--- src/hw/rtl/jdq_pkg.sv ---
// Package for the joystick direction qualifier.
// Holds field widths, register indexes, reset values and shared types.
// No dependencies.
package jdq_pkg;

    localparam int SAMPLE_W   = 12;
    localparam int TIME_W     = 32;
    localparam int MS_W       = 16;
    localparam int DIR_W      = 3;
    localparam int CFG_IDX_W  = 3;
    localparam int CFG_DATA_W = 16;

    // Configuration register indexes.
    localparam logic [CFG_IDX_W-1:0] REG_DZ_LOW       = 3'd0;
    localparam logic [CFG_IDX_W-1:0] REG_DZ_HIGH      = 3'd1;
    localparam logic [CFG_IDX_W-1:0] REG_CENTER       = 3'd2;
    localparam logic [CFG_IDX_W-1:0] REG_LONG_PRESS   = 3'd3;
    localparam logic [CFG_IDX_W-1:0] REG_PRESS_DEB    = 3'd4;
    localparam logic [CFG_IDX_W-1:0] REG_DIR_DEB      = 3'd5;

    // Register values after reset.
    localparam logic [SAMPLE_W-1:0] DZ_LOW_RST     = 12'd1800;
    localparam logic [SAMPLE_W-1:0] DZ_HIGH_RST    = 12'd2300;
    localparam logic [SAMPLE_W-1:0] CENTER_RST     = 12'd2048;
    localparam logic [MS_W-1:0]     LONG_PRESS_RST = 16'd1000;
    localparam logic [MS_W-1:0]     PRESS_DEB_RST  = 16'd50;
    localparam logic [MS_W-1:0]     DIR_DEB_RST    = 16'd200;

    typedef enum logic [DIR_W-1:0] {
        DIR_IDLE  = 3'd0,
        DIR_NORTH = 3'd1,
        DIR_SOUTH = 3'd2,
        DIR_WEST  = 3'd3,
        DIR_EAST  = 3'd4
    } dir_t;

    typedef struct packed {
        logic [SAMPLE_W-1:0] x_sample;
        logic [SAMPLE_W-1:0] y_sample;
        logic                button_down;
        logic [TIME_W-1:0]   now_ms;
    } in_item_t;

    typedef struct packed {
        dir_t direction;
        logic reset_request;
        logic mode_toggle_request;
    } out_item_t;

endpackage

--- src/hw/rtl/jdq_if.sv ---
// Valid/ready channel interfaces for the joystick direction qualifier.
// Depends on jdq_pkg for field widths.
interface jdq_in_if;
    logic                         valid;
    logic                         ready;
    logic [jdq_pkg::SAMPLE_W-1:0] x_sample;
    logic [jdq_pkg::SAMPLE_W-1:0] y_sample;
    logic                         button_down;
    logic [jdq_pkg::TIME_W-1:0]   now_ms;

    modport source (output valid, output x_sample, output y_sample,
                    output button_down, output now_ms, input ready);
    modport sink   (input valid, input x_sample, input y_sample,
                    input button_down, input now_ms, output ready);
endinterface

interface jdq_out_if;
    logic                      valid;
    logic                      ready;
    logic [jdq_pkg::DIR_W-1:0] direction;
    logic                      reset_request;
    logic                      mode_toggle_request;

    modport source (output valid, output direction, output reset_request,
                    output mode_toggle_request, input ready);
    modport sink   (input valid, input direction, input reset_request,
                    input mode_toggle_request, output ready);
endinterface

--- src/hw/rtl/joystick_direction_qualifier_top.sv ---
// An accepted request is held in the input register, then moves on to the result register.
// Throughput: one request per cycle; the only limit is the result side's ready.
// The input register and the result register each hold one request, so the
// block can take one more request while one finished result waits to be taken.
// Reset (rst_n, asynchronous, active low) empties both registers, clears the
// tracked direction and button state and loads the default configuration.
module joystick_direction_qualifier_top (
    input  logic                           clk,
    input  logic                           rst_n,
    jdq_in_if.sink                         in_ch,
    jdq_out_if.source                      out_ch,
    input  logic                           cfg_we,
    input  logic [jdq_pkg::CFG_IDX_W-1:0]  cfg_index,
    input  logic [jdq_pkg::CFG_DATA_W-1:0] cfg_data
);
    import jdq_pkg::*;

    // Configuration registers.
    logic [SAMPLE_W-1:0] dz_low_reg;
    logic [SAMPLE_W-1:0] dz_high_reg;
    logic [SAMPLE_W-1:0] center_reg;
    logic [MS_W-1:0]     long_press_reg;
    logic [MS_W-1:0]     press_deb_reg;
    logic [MS_W-1:0]     dir_deb_reg;

    // Pipeline registers.
    logic      s1_valid_reg, s1_valid_next;
    in_item_t  s1_item_reg;
    logic      s2_valid_reg, s2_valid_next;
    out_item_t s2_res_reg, s2_res_next;

    // Qualifier state.
    dir_t              tracked_reg, tracked_next;
    logic [TIME_W-1:0] dir_time_reg, dir_time_next;
    logic              held_reg, held_next;
    logic [TIME_W-1:0] press_start_reg, press_start_next;

    // Handshake control.
    logic s2_free;
    logic s1_fire;
    logic in_fire;

    // Per-request logic.
    logic              x_lo, x_hi, y_lo, y_hi;
    logic [SAMPLE_W-1:0] dist_x, dist_y;
    dir_t              cur_dir;
    logic [TIME_W-1:0] press_dur;
    logic [TIME_W-1:0] dir_elapsed;
    logic              press_edge, release_edge;
    logic              dir_report;

    // The result register frees up when it is empty or being emptied. The
    // input register moves on whenever the result register can take its
    // request, so the input side stalls only when both registers are full
    // and the result is not being taken.
    assign s2_free     = !s2_valid_reg || out_ch.ready;
    assign s1_fire     = s1_valid_reg && s2_free;
    assign in_ch.ready = !s1_valid_reg || s2_free;
    assign in_fire     = in_ch.valid && in_ch.ready;

    always_comb
    begin
        if (in_fire)
        begin
            s1_valid_next = 1'b1;
        end
        else if (s1_fire)
        begin
            s1_valid_next = 1'b0;
        end
        else
        begin
            s1_valid_next = s1_valid_reg;
        end

        if (s1_fire)
        begin
            s2_valid_next = 1'b1;
        end
        else if (out_ch.ready)
        begin
            s2_valid_next = 1'b0;
        end
        else
        begin
            s2_valid_next = s2_valid_reg;
        end
    end

    // Direction classification. A sample inside [low, high] counts as
    // centred; the axis with the larger deflection wins, Y on a tie.
    always_comb
    begin
        x_lo = s1_item_reg.x_sample < dz_low_reg;
        x_hi = s1_item_reg.x_sample > dz_high_reg;
        y_lo = s1_item_reg.y_sample < dz_low_reg;
        y_hi = s1_item_reg.y_sample > dz_high_reg;

        dist_x = (s1_item_reg.x_sample >= center_reg) ?
                 s1_item_reg.x_sample - center_reg : center_reg - s1_item_reg.x_sample;
        dist_y = (s1_item_reg.y_sample >= center_reg) ?
                 s1_item_reg.y_sample - center_reg : center_reg - s1_item_reg.y_sample;

        cur_dir = DIR_IDLE;
        if (!x_lo && !x_hi && !y_lo && !y_hi)
        begin
            cur_dir = DIR_IDLE;
        end
        else if (dist_x > dist_y)
        begin
            if (x_lo)
            begin
                cur_dir = DIR_WEST;
            end
            else if (x_hi)
            begin
                cur_dir = DIR_EAST;
            end
        end
        else
        begin
            if (y_lo)
            begin
                cur_dir = DIR_NORTH;
            end
            else if (y_hi)
            begin
                cur_dir = DIR_SOUTH;
            end
        end
    end

    // Button and direction timing. All time differences wrap modulo 2^32.
    always_comb
    begin
        press_edge   = s1_item_reg.button_down && !held_reg;
        release_edge = !s1_item_reg.button_down && held_reg;
        press_dur    = s1_item_reg.now_ms - press_start_reg;
        dir_elapsed  = s1_item_reg.now_ms - dir_time_reg;

        held_next        = held_reg;
        press_start_next = press_start_reg;
        s2_res_next.reset_request       = 1'b0;
        s2_res_next.mode_toggle_request = 1'b0;
        if (press_edge)
        begin
            held_next        = 1'b1;
            press_start_next = s1_item_reg.now_ms;
        end
        else if (release_edge)
        begin
            held_next = 1'b0;
            // The long press test wins even if its threshold is the lower one.
            if (press_dur >= {{(TIME_W-MS_W){1'b0}}, long_press_reg})
            begin
                s2_res_next.mode_toggle_request = 1'b1;
            end
            else if (press_dur >= {{(TIME_W-MS_W){1'b0}}, press_deb_reg})
            begin
                s2_res_next.reset_request = 1'b1;
            end
        end

        // A new direction is reported once, and only after the debounce gap.
        dir_report = (cur_dir != DIR_IDLE) && (cur_dir != tracked_reg) &&
                     (dir_elapsed >= {{(TIME_W-MS_W){1'b0}}, dir_deb_reg});

        tracked_next          = tracked_reg;
        dir_time_next         = dir_time_reg;
        s2_res_next.direction = DIR_IDLE;
        if (cur_dir == DIR_IDLE)
        begin
            tracked_next = DIR_IDLE;
        end
        else if (dir_report)
        begin
            tracked_next          = cur_dir;
            dir_time_next         = s1_item_reg.now_ms;
            s2_res_next.direction = cur_dir;
        end
    end

    always_ff @(posedge clk or negedge rst_n)
    begin
        if (!rst_n)
        begin
            s1_valid_reg    <= 1'b0;
            s2_valid_reg    <= 1'b0;
            tracked_reg     <= DIR_IDLE;
            dir_time_reg    <= '0;
            held_reg        <= 1'b0;
            press_start_reg <= '0;
        end
        else
        begin
            s1_valid_reg <= s1_valid_next;
            s2_valid_reg <= s2_valid_next;
            if (s1_fire)
            begin
                tracked_reg     <= tracked_next;
                dir_time_reg    <= dir_time_next;
                held_reg        <= held_next;
                press_start_reg <= press_start_next;
            end
        end
    end

    // Payload registers need no reset.
    always_ff @(posedge clk)
    begin
        if (in_fire)
        begin
            s1_item_reg.x_sample    <= in_ch.x_sample;
            s1_item_reg.y_sample    <= in_ch.y_sample;
            s1_item_reg.button_down <= in_ch.button_down;
            s1_item_reg.now_ms      <= in_ch.now_ms;
        end
        if (s1_fire)
        begin
            s2_res_reg <= s2_res_next;
        end
    end

    // Configuration writes. Indexes beyond the register list are ignored.
    always_ff @(posedge clk or negedge rst_n)
    begin
        if (!rst_n)
        begin
            dz_low_reg     <= DZ_LOW_RST;
            dz_high_reg    <= DZ_HIGH_RST;
            center_reg     <= CENTER_RST;
            long_press_reg <= LONG_PRESS_RST;
            press_deb_reg  <= PRESS_DEB_RST;
            dir_deb_reg    <= DIR_DEB_RST;
        end
        else if (cfg_we)
        begin
            case (cfg_index)
                REG_DZ_LOW:     dz_low_reg     <= cfg_data[SAMPLE_W-1:0];
                REG_DZ_HIGH:    dz_high_reg    <= cfg_data[SAMPLE_W-1:0];
                REG_CENTER:     center_reg     <= cfg_data[SAMPLE_W-1:0];
                REG_LONG_PRESS: long_press_reg <= cfg_data[MS_W-1:0];
                REG_PRESS_DEB:  press_deb_reg  <= cfg_data[MS_W-1:0];
                REG_DIR_DEB:    dir_deb_reg    <= cfg_data[MS_W-1:0];
                default:        ;
            endcase
        end
    end

    assign out_ch.valid               = s2_valid_reg;
    assign out_ch.direction           = s2_res_reg.direction;
    assign out_ch.reset_request       = s2_res_reg.reset_request;
    assign out_ch.mode_toggle_request = s2_res_reg.mode_toggle_request;

endmodule

--- src/flat_wrapper.sv ---
// flat-port wrapper written by rule: the top's interface ports become plain ports
module joystick_direction_qualifier_top_flat import jdq_pkg::*;
  (clk, rst_n, cfg_we, cfg_index, cfg_data, in_ch_valid, in_ch_x_sample, in_ch_y_sample, in_ch_button_down, in_ch_now_ms, in_ch_ready, out_ch_valid, out_ch_direction, out_ch_reset_request, out_ch_mode_toggle_request, out_ch_ready);
  jdq_in_if in_ch_i ();
  jdq_out_if out_ch_i ();
  input  logic clk;
  input  logic rst_n;
  input  logic cfg_we;
  input  logic [jdq_pkg::CFG_IDX_W-1:0] cfg_index;
  input  logic [jdq_pkg::CFG_DATA_W-1:0] cfg_data;
  input wire logic [$bits(in_ch_i.valid)-1:0] in_ch_valid;
  input wire logic [$bits(in_ch_i.x_sample)-1:0] in_ch_x_sample;
  input wire logic [$bits(in_ch_i.y_sample)-1:0] in_ch_y_sample;
  input wire logic [$bits(in_ch_i.button_down)-1:0] in_ch_button_down;
  input wire logic [$bits(in_ch_i.now_ms)-1:0] in_ch_now_ms;
  output wire logic [$bits(in_ch_i.ready)-1:0] in_ch_ready;
  output wire logic [$bits(out_ch_i.valid)-1:0] out_ch_valid;
  output wire logic [$bits(out_ch_i.direction)-1:0] out_ch_direction;
  output wire logic [$bits(out_ch_i.reset_request)-1:0] out_ch_reset_request;
  output wire logic [$bits(out_ch_i.mode_toggle_request)-1:0] out_ch_mode_toggle_request;
  input wire logic [$bits(out_ch_i.ready)-1:0] out_ch_ready;
  assign in_ch_i.valid = in_ch_valid;
  assign in_ch_i.x_sample = in_ch_x_sample;
  assign in_ch_i.y_sample = in_ch_y_sample;
  assign in_ch_i.button_down = in_ch_button_down;
  assign in_ch_i.now_ms = in_ch_now_ms;
  assign in_ch_ready = in_ch_i.ready;
  assign out_ch_valid = out_ch_i.valid;
  assign out_ch_direction = out_ch_i.direction;
  assign out_ch_reset_request = out_ch_i.reset_request;
  assign out_ch_mode_toggle_request = out_ch_i.mode_toggle_request;
  assign out_ch_i.ready = out_ch_ready;
  joystick_direction_qualifier_top u_core (.clk(clk), .rst_n(rst_n), .in_ch(in_ch_i), .out_ch(out_ch_i), .cfg_we(cfg_we), .cfg_index(cfg_index), .cfg_data(cfg_data));
endmodule
--- config.mk ---
export PLATFORM = sky130hd
export DESIGN_NAME = joystick_direction_qualifier_top_flat
export DESIGN_NICKNAME = d
export VERILOG_FILES = /design/src/hw/rtl/jdq_pkg.sv /design/src/hw/rtl/jdq_if.sv /design/src/hw/rtl/joystick_direction_qualifier_top.sv /design/src/flat_wrapper.sv
export SDC_FILE = /design/constraint.sdc
export NUM_CORES = 1
export LEC_CHECK = 0
export BUFFER_PORTS_ARGS = -buffer_cell sky130_fd_sc_hd__buf_2
export CORE_UTILIZATION = 48
export DETAILED_ROUTE_END_ITERATION = 12
export PLACE_DENSITY_LB_ADDON = 0.25
export SLEW_MARGIN = 20
export SYNTH_ARGS = -nofsm -noshare
export SYNTH_HDL_FRONTEND = slang
export SYNTH_SLANG_ARGS = --single-unit
--- constraint.sdc ---
create_clock -name clk -period 13.81 [get_ports clk]
set_input_delay 2.762 -clock clk [delete_from_list [all_inputs] [get_ports clk]]
set_output_delay 2.762 -clock clk [all_outputs]
set_load 0.005 [all_outputs]
==> results of run 1 <==
per-stage QoR:
| stage | util | power [mW] |
|---|---|---|
| 2_1_floorplan | - | 2.71 |
| 3_3_place_gp | 0.519 | 3.18 |
| 3_5_place_dp | 0.519 | 3.24 |
| 4_1_cts | 0.547 | 4.00 |
| 5_1_grt | 0.547 | 4.33 |
| 6_report | 0.547 | 3.99 |
synth_stat cells (6+ instances only):
master,n,area share
edfxtp_1,62,0.12
mux2_2,75,0.052
a31oi_1,12,0.0046
xnor2_1,38,0.021
nand2_1,134,0.031
dfrtp_1,130,0.20
nor2b_1,16,0.0062
clkbuf_1,28,0.0065
nand4_1,28,0.011
o21bai_1,18,0.0084
a21oi_1,118,0.037
and3_1,7,0.0027
nor3_1,30,0.0093
inv_1,203,0.047
nand3_1,26,0.0081
and2_1,8,0.0031
fa_1,6,0.0074
mux2i_1,28,0.017
nand2b_1,15,0.0058
o31ai_1,6,0.0028
nor2_1,64,0.015
a211oi_1,19,0.0088
mux2_4,27,0.025
a21o_1,45,0.021
xor2_1,24,0.013
o211ai_1,16,0.0074
dfstp_2,24,0.039
ha_1,215,0.17
nor3b_1,8,0.0037
a221oi_1,6,0.0033
o21ai_0,124,0.038
o21a_1,13,0.0060
or3_1,11,0.0043
report_power, final:
part | leakage, nW | internal (mW) | switching (mW)
combinational | 5.55 | 1.00 | 1.31
clock | 0.444 | 0.446 | 0.283
sequential | 2.40 | 0.848 | 0.0988
worst max-delay path, cell delays in order (launching register included):
cell and delay (ps):
edfxtp_1 440, inv_1 120, ha_1 140, inv_1 60, fa_1 390, a21o_1 170
a21oi_1 190, nor2_1 60, o21a_1 180, o41a_1 370, o221a_2 280, nand3_1 80
nand3b_1 470, mux2i_1 350, xor2_1 100, ha_1 330, nand4_1 160, nor2_1 120
o21ai_0 90, a31oi_1 510, mux2_2 450, a22oi_1 160, o21ai_0 100, nand2_1 140
nand4_4 690, mux2_4 570
cell families (layout without fill, tap and decap cells):
group                    Yosys count  count (layout)  share of synthesized area
AO/OA/AOI/OAI                    430             430                      0.167
AND/OR/NAND/NOR                  373             373                      0.114
buffers and inverters            242             347                     0.0607
adder cells (fa/ha/maj)          221             221                      0.174
flip-flops                       216             216                      0.356
multiplexers                     130             130                     0.0947
XOR/XNOR                          62              62                     0.0336
other                              0               1                          0
final timing paths:
kind                                      startpoint                   endpoint  slack [ps]  depth (start not counted)
hold / removal             u_core.press_start_reg[0]  u_core.press_start_reg[0]         490                          2
setup / recovery              u_core.s1_item_reg[45]    u_core.dir_time_reg[12]        6890                         25
hold reg to reg            u_core.press_start_reg[0]  u_core.press_start_reg[0]         490                          2
max in group asynchronous                      rst_n    u_core.dir_time_reg[12]       10250                          2
setup reg to reg              u_core.s1_item_reg[45]    u_core.dir_time_reg[12]        6890                         25
min in group asynchronous                      rst_n      u_core.tracked_reg[0]        2270                          1
layer usage:
metal / share of wire / up-vias / GRT usage / wire, um
met2: 0.45 / 287 / 0.385 / 18100
met1: 0.48 / 6025 / 0.327 / 19000
li1: - / 6169 / - / -
met5: 0 / - / 0 / 0
met4: 0.027 / 0 / 0.0707 / 1080
met3: 0.042 / 68 / 0.0252 / 1690
final cells by class:
cell class	count	area, sq um	share of cell area
well taps	442	553	0.0309
clock buffers	36	729	0.0407
repair buffers	94	494	0.0276
clock inverters	13	184	0.0103
flip-flops and latches	216	5750	0.321
diodes	1	2.50	0.000140
inverters	204	766	0.0427
multi-input cells	1216	9450	0.527
==> flow_summary.yaml, run 1 <==
outcome:
  status: "complete, no violations"
clock_tree:
  hold_buffers: 0
  clk_pin_slew_worst_paths_ps: 60
  cts_htree_levels: 1
  cts_root_buf: "clkbuf_16"
  clk_latency_ps: 550
  cts_tree: "built"
  cts_setup_buffers: 0
  cts_sinks: 216
  cts_inserted_buffers: 27
  cts_resized: 0
  cts_max_path_buffers: 3
floorplan:
  core_area_sq_um: 32800
  dieHeight_um: 185
  die-area_sq_um: 34400
  io_pins: 88
  die_w_um: 185
  start_util: 0.493
  fp-row-count: 66
sta:
  min_period_over_period: 0.501
  finClkSkew_ps: 16.8
  rsz0062_at_grt: "false"
  max-slew-margin-rel: 0.343
  hold_viol_final: 0
  hold_ws_ps: 495
  final-setup-viol-count: 0
  max_freq_ghz: 0.144
  worst_pin_slew_ps: 986
  final.setup.tns_ps: 0
  period_needed_ps: 6920
  fin_ws_ps: 6890
  drv_slew: 0
cells_and_area:
  finalNonFillerCells: 2222
  stdcell_area_sq_um: 17900
  syn2layout_area_growth_pct: 11.0
  fillCellCount: 2935
  layout_commonest_cell: "ha_1"
  nets: 2061
  largest_register_ffs: 57
  most-common-layout-cells: "215 x ha_1, 203 x inv_1, 134 x nand2_1"
  final_layout_size_suffix_gt1_frac: 0.162
logic_synthesis:
  ys_seq_area_frac: 0.356
  async_reset_ff_frac: 0.713
  syn-cell-area_sq_um: 16200
  syn_avg_cell_area_sq_um: 9.65
  ys_types: 79
  synth_edf_count: 62
  yosys_warnings: 0
  synth_ff_type: "dfrtp_1"
  synthCells: 1674
  ys_ff_latch: 216
  syn-num-nets: 1976
setup_path:
  worst_setup_path_start_kind: "flip-flop"
  worstSetupPathType: "flip-flop to flip-flop"
  crit_arrival_ps: 7340
  endpoint_kind: "flip-flop"
  cp.required_ps: 14230
  cp_max_fo: 35
detailed_routing:
  wirelength_um: 39900
  vias: 12500
  first_pass_iters: 5
  routedWlPerCell_um: 18.0
  vias_per_cell: 5.65
  ant_nets: 0
  remaining_drc_errors: 0
  drtIter0Drc: 792
grt:
  grt_max_degree: 100
  antenna_found_initial: 1
  track_usage: 0.236
  grt_pass1_wl_um: 63700
  grt-ovfl-total: 0
  grt_pass1_vias: 12200
placed_design:
  place_ws_ps: 6900
  dp_hpwl_um: 30600
  dp.cells: 2172
  io_buffers: 87
  gp_congestion: 0.920
  placed_cell_area_sq_um: 17000
run:
  maxCapViolations: 0
pwr:
  vdd.ir_drop.worst_uv: 108
  powerDensity_nw_per_um2: 223
  p_leak_nw: 8.39
worst_hold_path:
  hp-class: "flip-flop to flip-flop"
Power figures use the tool's default switching activity.
==> run 2, diff against run 1 <==
==> constraint.sdc (replaced) <==
create_clock -name clk -period 6.3 [get_ports clk]
set_input_delay 1.26 -clock clk [delete_from_list [all_inputs] [get_ports clk]]
set_output_delay 1.26 -clock clk [all_outputs]
set_load 0.005 [all_outputs]
==> flow_summary.yaml, run 2 (synthesis gave the netlist of run 1 again) <==
sta:
  drv_slew: 0
  hold_viol_final: 0
  hold_ws_ps: 488
  rsz0062_at_grt: "false"
  max-slew-margin-rel: 0.318
  finClkSkew_ps: 22.3
  final.setup.tns_ps: 0
  final-setup-viol-count: 0
  period_needed_ps: 5970
  worst_pin_slew_ps: 1020
  min_period_over_period: 0.948
  max_freq_ghz: 0.167
pwr:
  powerDensity_nw_per_um2: 492
  p_leak_nw: 8.45
  vdd.ir_drop.worst_uv: 217
outcome:
  status: "complete, no violations"
run:
  maxCapViolations: 0
clock_tree:
  cts_max_path_buffers: 3
  cts_sinks: 216
  cts_root_buf: "clkbuf_16"
  cts_inserted_buffers: 26
  clk_latency_ps: 540
  cts_htree_levels: 1
  clk_pin_slew_worst_paths_ps: 60
  hold_buffers: 0
  cts_tree: "built"
  cts_setup_buffers: 0
setup_path:
  cp.required_ps: 6710
  worst_setup_path_start_kind: "flip-flop"
  reg2reg_slack_ps: 330
  timing.rr.start: "u_core.s1_item_reg[33]"
  cp_max_fo: 35
  endpoint_kind: "flip-flop"
  crit_arrival_ps: 6380
  startpoint: "u_core.s1_item_reg[33]"
  worstSetupPathType: "flip-flop to flip-flop"
cells_and_area:
  syn2layout_area_growth_pct: 11.6
  layout_commonest_cell: "ha_1"
  nets: 2063
  largest_register_ffs: 57
  diodes: 0
  most-common-layout-cells: "215 x ha_1, 203 x inv_1, 134 x nand2_1"
  fillCellCount: 2941
  final_layout_size_suffix_gt1_frac: 0.166
floorplan:
  die_w_um: 185
  core_area_sq_um: 32800
  start_util: 0.493
  io_pins: 88
  die-area_sq_um: 34400
  dieHeight_um: 185
  fp-row-count: 66
detailed_routing:
  ant_nets: 0
  vias: 12500
  remaining_drc_errors: 0
  drtIter0Drc: 751
  vias_per_cell: 5.63
  first_pass_iters: 5
  routedWlPerCell_um: 17.7
  wirelength_um: 39400
placed_design:
  io_buffers: 87
  dp_hpwl_um: 30400
  gp_congestion: 0.918
grt:
  grt-ovfl-total: 0
  grt_pass1_vias: 12100
  antenna_found_initial: 0
  grt_pass1_wl_um: 62800
  grt_max_degree: 106
  track_usage: 0.232
worst_hold_path:
  hp-start: "u_core.press_start_reg[0]"
  hp-class: "flip-flop to flip-flop"
-- run 2: area by class of cell --
| type | instances | area [sq um] | area share |
|---|---|---|---|
| clock buffers | 35 | 757 | 0.0420 |
| multi-input cells | 1216 | 9470 | 0.525 |
| repair buffers | 97 | 529 | 0.0294 |
| inverters | 204 | 766 | 0.0425 |
| flip-flops and latches | 216 | 5750 | 0.319 |
| well taps | 442 | 553 | 0.0307 |
| clock inverters | 13 | 204 | 0.0113 |
-- run 2: metal layers --
| metal | part of all wire | track usage | up-vias |
|---|---|---|---|
| li1 | - | - | 6179 |
| met5 | 0 | 0 | - |
| met3 | 0.044 | 0.0258 | 67 |
| met4 | 0.032 | 0.0757 | 0 |
| met2 | 0.44 | 0.370 | 301 |
| met1 | 0.48 | 0.327 | 5966 |
-- run 2: path summary, 6_finish.rpt --
check,endpoint,cells after the start
worst max register to register,u_core.dir_time_reg[0],26
worst max-delay path,u_core.dir_time_reg[0],26
worst min register to register,u_core.press_start_reg[0],2
max in group asynchronous,u_core.press_start_reg[9],2
min in group asynchronous,u_core.press_start_reg[26],1
worst min-delay path,u_core.press_start_reg[0],2
-- run 2: metrics by stage --
| step | setup slack [ps] | util | cells | power [mW] | area [sq um] |
|---|---|---|---|---|---|
| 5_1_grt | 20.3 | 0.550 | 2223 | 9.60 | 18000 |
| 4_1_cts | 176 | 0.549 | 2223 | 8.85 | 18000 |
| 3_3_place_gp | 337 | 0.520 | 2175 | 7.00 | 17000 |
| 6_report | 329 | 0.550 | 2223 | 8.86 | 18000 |
| 2_1_floorplan | 784 | - | 1674 | 5.94 | 16200 |
| 3_5_place_dp | 207 | 0.520 | 2175 | 7.13 | 17000 |
-- run 2: report_power, final --
| group | internal, mW | switching, mW |
|---|---|---|
| combinational | 2.24 | 2.88 |
| clock | 1.05 | 0.615 |
| sequential | 1.86 | 0.216 |
| total | 5.14 | 3.71 |
-- run 2: timing repair --
action,CTS,global route
resized for setup,0,3
hold endpoints to repair,0,0
setup endpoints to repair,0,35
-- run 2: critical path, stage by stage (launching register included) --
cell and delay (ps):
edfxtp_1 440, inv_1 120, ha_1 180, inv_1 60
fa_1 380, a21o_1 170, a21oi_1 190, o21bai_1 80
a21o_1 200, a211oi_1 290, o21ai_0 120, a31o_2 280
a21o_1 340, mux2i_1 260, xor2_1 170, ha_1 270
a21oi_1 150, nand2_1 80, o21ai_0 300, a31oi_4 210
mux2_2 320, a22oi_1 90, o21ai_0 160, nand2_1 140
nand4_4 140, buf_12 260, mux2_2 370
